**src/hdl/ipm_pkg.sv**
```systemverilog
// Shared types and constants of the interval overlap pair matcher.
// Depends on nothing; every other file imports it.
package ipm_pkg;

    localparam int ID_W       = 32;
    localparam int KEY_W      = 32;
    localparam int COORD_W    = 16;
    localparam int SIZE_W     = 16;
    localparam int WEIGHT_W   = 17;
    localparam int LANE_W     = 3;
    localparam int CFG_IDX_W  = 3;
    localparam int CFG_DATA_W = 32;
    localparam int N_BOUNDS   = 7;
    localparam int DIV_STEPS  = WEIGHT_W;
    localparam int DIV_CNT_W  = $clog2(DIV_STEPS + 1);
    localparam logic [WEIGHT_W-1:0] WEIGHT_ONE = WEIGHT_W'(65536);

    typedef struct packed {
        logic              start;
        logic [SIZE_W-1:0] divisor;
    } div_req_t;

    typedef struct packed {
        logic                done;
        logic [WEIGHT_W-1:0] quotient;
    } div_rsp_t;

endpackage

```
**src/hdl/ipm_divider.sv**
```systemverilog
// Restoring divider: 65536 / divisor, one quotient bit per cycle.
// Depends on ipm_pkg.
module ipm_divider (
    input  logic              clk,
    input  logic              rst_n,
    input  ipm_pkg::div_req_t req,
    output ipm_pkg::div_rsp_t rsp
);
    import ipm_pkg::*;

    logic [SIZE_W-1:0]    rem_reg;
    logic [WEIGHT_W-1:0]  quo_reg;
    logic [SIZE_W-1:0]    div_reg;
    logic [DIV_CNT_W-1:0] cnt_reg;
    logic                 busy_reg;
    logic                 done_reg;
    logic [SIZE_W:0]      trial;
    logic [SIZE_W:0]      diff;

    assign trial = {rem_reg, quo_reg[WEIGHT_W-1]};
    assign diff  = trial - {1'b0, div_reg};

    always_ff @(posedge clk or negedge rst_n)
    begin
        if (!rst_n)
        begin
            busy_reg <= 1'b0;
            done_reg <= 1'b0;
            cnt_reg  <= '0;
        end
        else
        begin
            done_reg <= 1'b0;
            if (req.start)
            begin
                busy_reg <= 1'b1;
                cnt_reg  <= '0;
                rem_reg  <= '0;
                quo_reg  <= WEIGHT_ONE;
                div_reg  <= req.divisor;
            end
            else if (busy_reg)
            begin
                if (diff[SIZE_W])
                begin
                    rem_reg <= trial[SIZE_W-1:0];
                    quo_reg <= {quo_reg[WEIGHT_W-2:0], 1'b0};
                end
                else
                begin
                    rem_reg <= diff[SIZE_W-1:0];
                    quo_reg <= {quo_reg[WEIGHT_W-2:0], 1'b1};
                end
                cnt_reg <= cnt_reg + 1'b1;
                if (cnt_reg == DIV_CNT_W'(DIV_STEPS - 1))
                begin
                    busy_reg <= 1'b0;
                    done_reg <= 1'b1;
                end
            end
        end
    end

    assign rsp.done     = done_reg;
    assign rsp.quotient = quo_reg;

endmodule

```
**config.mk**
```make
export PLATFORM = sky130hd
export DESIGN_NAME = ipm_divider
export DESIGN_NICKNAME = d
export VERILOG_FILES = /design/src/hdl/ipm_pkg.sv /design/src/hdl/ipm_divider.sv
export SDC_FILE = /design/constraint.sdc
export NUM_CORES = 1
export LEC_CHECK = 0
export BUFFER_PORTS_ARGS = -buffer_cell sky130_fd_sc_hd__buf_2
export CAP_MARGIN = 20
export CORE_MARGIN = 4
export CORE_UTILIZATION = 59
export CTS_CLUSTER_SIZE = 40
export DETAILED_ROUTE_END_ITERATION = 8
export PLACE_DENSITY_LB_ADDON = 0.08
export SLEW_MARGIN = 0
export SYNTH_ARGS = -nofsm -noshare
export SYNTH_HDL_FRONTEND = slang
export SYNTH_SLANG_ARGS = --single-unit
```
**constraint.sdc**
```tcl
create_clock -name clk -period 3.3 [get_ports clk]
set_clock_uncertainty 0.05 [all_clocks]
set_input_delay 0.33 -clock clk [delete_from_list [all_inputs] [get_ports clk]]
set_output_delay 0.33 -clock clk [all_outputs]
set_load 0.01 [all_outputs]
```
==> flow_metrics.env <==
export IMPL_yosysWarnings=0
export IMPL_synthAdderAreaFrac=0.0699
export IMPL_drv_cap=0
export IMPL_ir_worst_vdd_v=0.000258
export IMPL_antennaDiodeCount=0
export IMPL_largest_reg_flops=17
export IMPL_syn_avg_cell_area_um2=11.0
export IMPL_cp_max_fo=15
export IMPL_tritoncts="done"
export IMPL_htreeDepth=2
export IMPL_mostFrequentLayoutCells="49 x edfxtp_1, 43 x nor2_1, 36 x buf_2, 34 x nand2_1, 23 x inv_1"
export IMPL_netlist_instances=320
export IMPL_coreArea_mm2=0.00564
export IMPL_clk_latency_ps=310
export IMPL_outcome="finished, final reports clean"
export IMPL_cts_buffer_depth=2
export IMPL_critical_path_class="flip-flop to flip-flop"
export IMPL_die_w_um=85.1
export IMPL_die_area_mm2=0.00725
export IMPL_place_hpwl_um=4670
export IMPL_finalHoldViolCount=0
export IMPL_std_cell_rows=27
export IMPL_required_ps=3380
export IMPL_drc=0
export IMPL_antenna_found_initial=0
export IMPL_initial_core_util=0.622
export IMPL_grt_pass1_vias=2466
export IMPL_leakage_nw=1.73
export IMPL_area_growth_pct=9.77
export IMPL_r2r_end="rem_reg[10]"
export IMPL_endpoint_kind="flip-flop"
export IMPL_setup_viol=0
export IMPL_first_iter_violations=163
export IMPL_max_clock_freq_ghz=0.341
export IMPL_cts_hold_buffers=0
export IMPL_wl_per_cell_um=15.7
export IMPL_cts_buffers=5
export IMPL_rr_startpoint="quo_reg[16]"
export IMPL_maxSlewViolCount=0
export IMPL_ios=37
export IMPL_final_common_cell="edfxtp_1"
export IMPL_finalSetupTns_ps=0
export IMPL_clk_pin_slew_ps=90
export IMPL_synth_top_family_by_area="compound AO/OA/AOI/OAI gates"
export IMPL_clkSinkCount=56
export IMPL_ant_nets=0
export IMPL_tightest_slew_ps=914
export IMPL_synth_mux_area_frac=0.0485
export IMPL_cts_setup_buffers=0
export IMPL_fin_nets=393
export IMPL_drt_wl_total_um=6740
export IMPL_drive_above_1_share=0.233
export IMPL_fin_crit_sh=0.888
export IMPL_clock_root_buffer="clkbuf_8"
export IMPL_yosys_area_share_simple=0.150
export IMPL_grt_pass1_wl_um=11800
export IMPL_timing_final_crit_period_ps=2930
export IMPL_relSlewSlack=0.391
export IMPL_multi_input_area_mm2=0.00168
export IMPL_synthXorXnorAreaFrac=0.0492
export IMPL_die_height_um=85.1
export IMPL_fillers=436
export IMPL_synth_compound_area_frac=0.161
export IMPL_grt_util_all_layers=0.200
export IMPL_hold_ws_ps=33.9
export IMPL_syn_area_mm2=0.00351
export IMPL_portBuffers=36
export IMPL_rrSetupSlack_ps=370
export IMPL_grt_ovfl_total=0
export IMPL_r2r_cells=11
export IMPL_vias=2459
export IMPL_crit_arrival_ps=3010
export IMPL_routed_via_density=5.75
export IMPL_ys_types=57
export IMPL_grt_start_max_net_pins=41
export IMPL_power_density_mw_per_mm2=565
export IMPL_seq_area_frac_synth=0.469
export IMPL_synth_net_count=358
export IMPL_dr_pass1_iters=4
export IMPL_regArea_mm2=0.00165
export IMPL_ys_ff_latch=56
export IMPL_start_kind="flip-flop"
export IMPL_hp_class="input pin to asynchronous set/reset pin"
export IMPL_rsz0062_at_grt="no"
export IMPL_post_cts_resized=0
export IMPL_place_congestion=0.865
[area by class of cell]
type,count,share of cell area
repair buffers,42,0.0585
well taps,72,0.0234
multi-input cells,227,0.436
clock buffers,8,0.0318
inverters,23,0.0224
flip-flops and latches,56,0.428
[critical path, stage by stage (launching register included)]
cell and delay, ps:
edfxtp_1 380, inv_1 80, ha_1 230, fa_1 410, nor2b_1 210, o2111ai_2 190
a211oi_4 320, nor3_4 120, xnor2_2 150, buf_4 240, nand2_1 90, a311oi_2 270
[cell families (layout without fill, tap and decap cells)]
kind of cell | after synthesis | after routing
adders and majority gates | 19 | 19
DFF | 56 | 56
AOI/OAI and AO/OA | 62 | 62
muxes | 17 | 17
buffers and inverters | 37 | 73
xor gates and xnor gates | 18 | 18
and+or+nand+nor | 111 | 111
[power by group]
group	internal, mW	leakage, nW	switching [mW]
clock	0.243	0.0618	0.215
sequential	0.868	0.576	0.0623
combinational	0.338	1.09	0.452
[per-layer routing]
| metal | up-vias | track usage | wire (um) |
|---|---|---|---|
| met1 | 1188 | 0.290 | 3130 |
| li1 | 1213 | - | - |
| met3 | 6 | 0.0330 | 329 |
| met5 | - | 0 | 0 |
| met2 | 52 | 0.318 | 3240 |
| met4 | 0 | 0.0446 | 40 |
[cell usage after synthesis, drive strengths merged]
cell type	instances	area, um2
nor3	2	21.3
clkbuf	6	22.5
and4	1	8.76
o221ai	2	23.8
ha	18	225
nor3b	1	7.51
o21ai	4	20.0
o211ai	1	7.51
a31oi	5	43.8
a21boi	2	15.0
o2111ai	2	23.8
a211o	1	8.76
o31ai	1	7.51
a211oi	2	27.5
nand2	45	201
a2111o	1	11.3
xor2	9	86.3
a21oi	14	81.3
nand4	4	31.3
a41oi	1	8.76
inv	23	86.3
mux2i	17	170
edfxtp	49	1470
dfrtp	7	175
a32oi	1	8.76
fa	1	20.0
nand3	2	10.0
nor2b	3	18.8
a21o	5	37.5
nand4bb	1	11.3
nor2	44	168
o21bai	2	15.0
nand2b	4	25.0
and3	1	6.26
o21a	3	22.5
o32ai	1	8.76
buf	8	73.8
xnor2	9	86.3
and2	3	18.8
a311oi	13	183
a221o	1	10.0
[per-stage QoR]
stage / worst slack, ps / cells / utilization / power (mW) / area, um2
6_report: 370 / 428 / 0.683 / 2.18 / 3850
5_1_grt: 110 / 428 / 0.683 / 2.33 / 3850
3_3_place_gp: 521 / 420 / 0.661 / 1.72 / 3730
4_1_cts: 354 / 428 / 0.683 / 2.19 / 3850
2_1_floorplan: 520 / 320 / - / 1.56 / 3510
3_5_place_dp: 385 / 420 / 0.661 / 1.73 / 3730
[worst max path at each step]
| stage | to | slack (ps) | cells after the start | from |
|---|---|---|---|---|
| 4_1_cts | rem_reg[13] | 350 | 11 | quo_reg[16] |
| 2_1_floorplan | rem_reg[7] | 520 | 11 | quo_reg[16] |
| 5_1_grt | rem_reg[11] | 110 | 11 | quo_reg[16] |
| 3_3_place_gp | rem_reg[11] | 520 | 11 | quo_reg[16] |
| 6_report | rem_reg[10] | 370 | 11 | quo_reg[16] |
| 3_5_place_dp | rem_reg[11] | 380 | 11 | quo_reg[16] |
(Power assumes the default switching activity.)
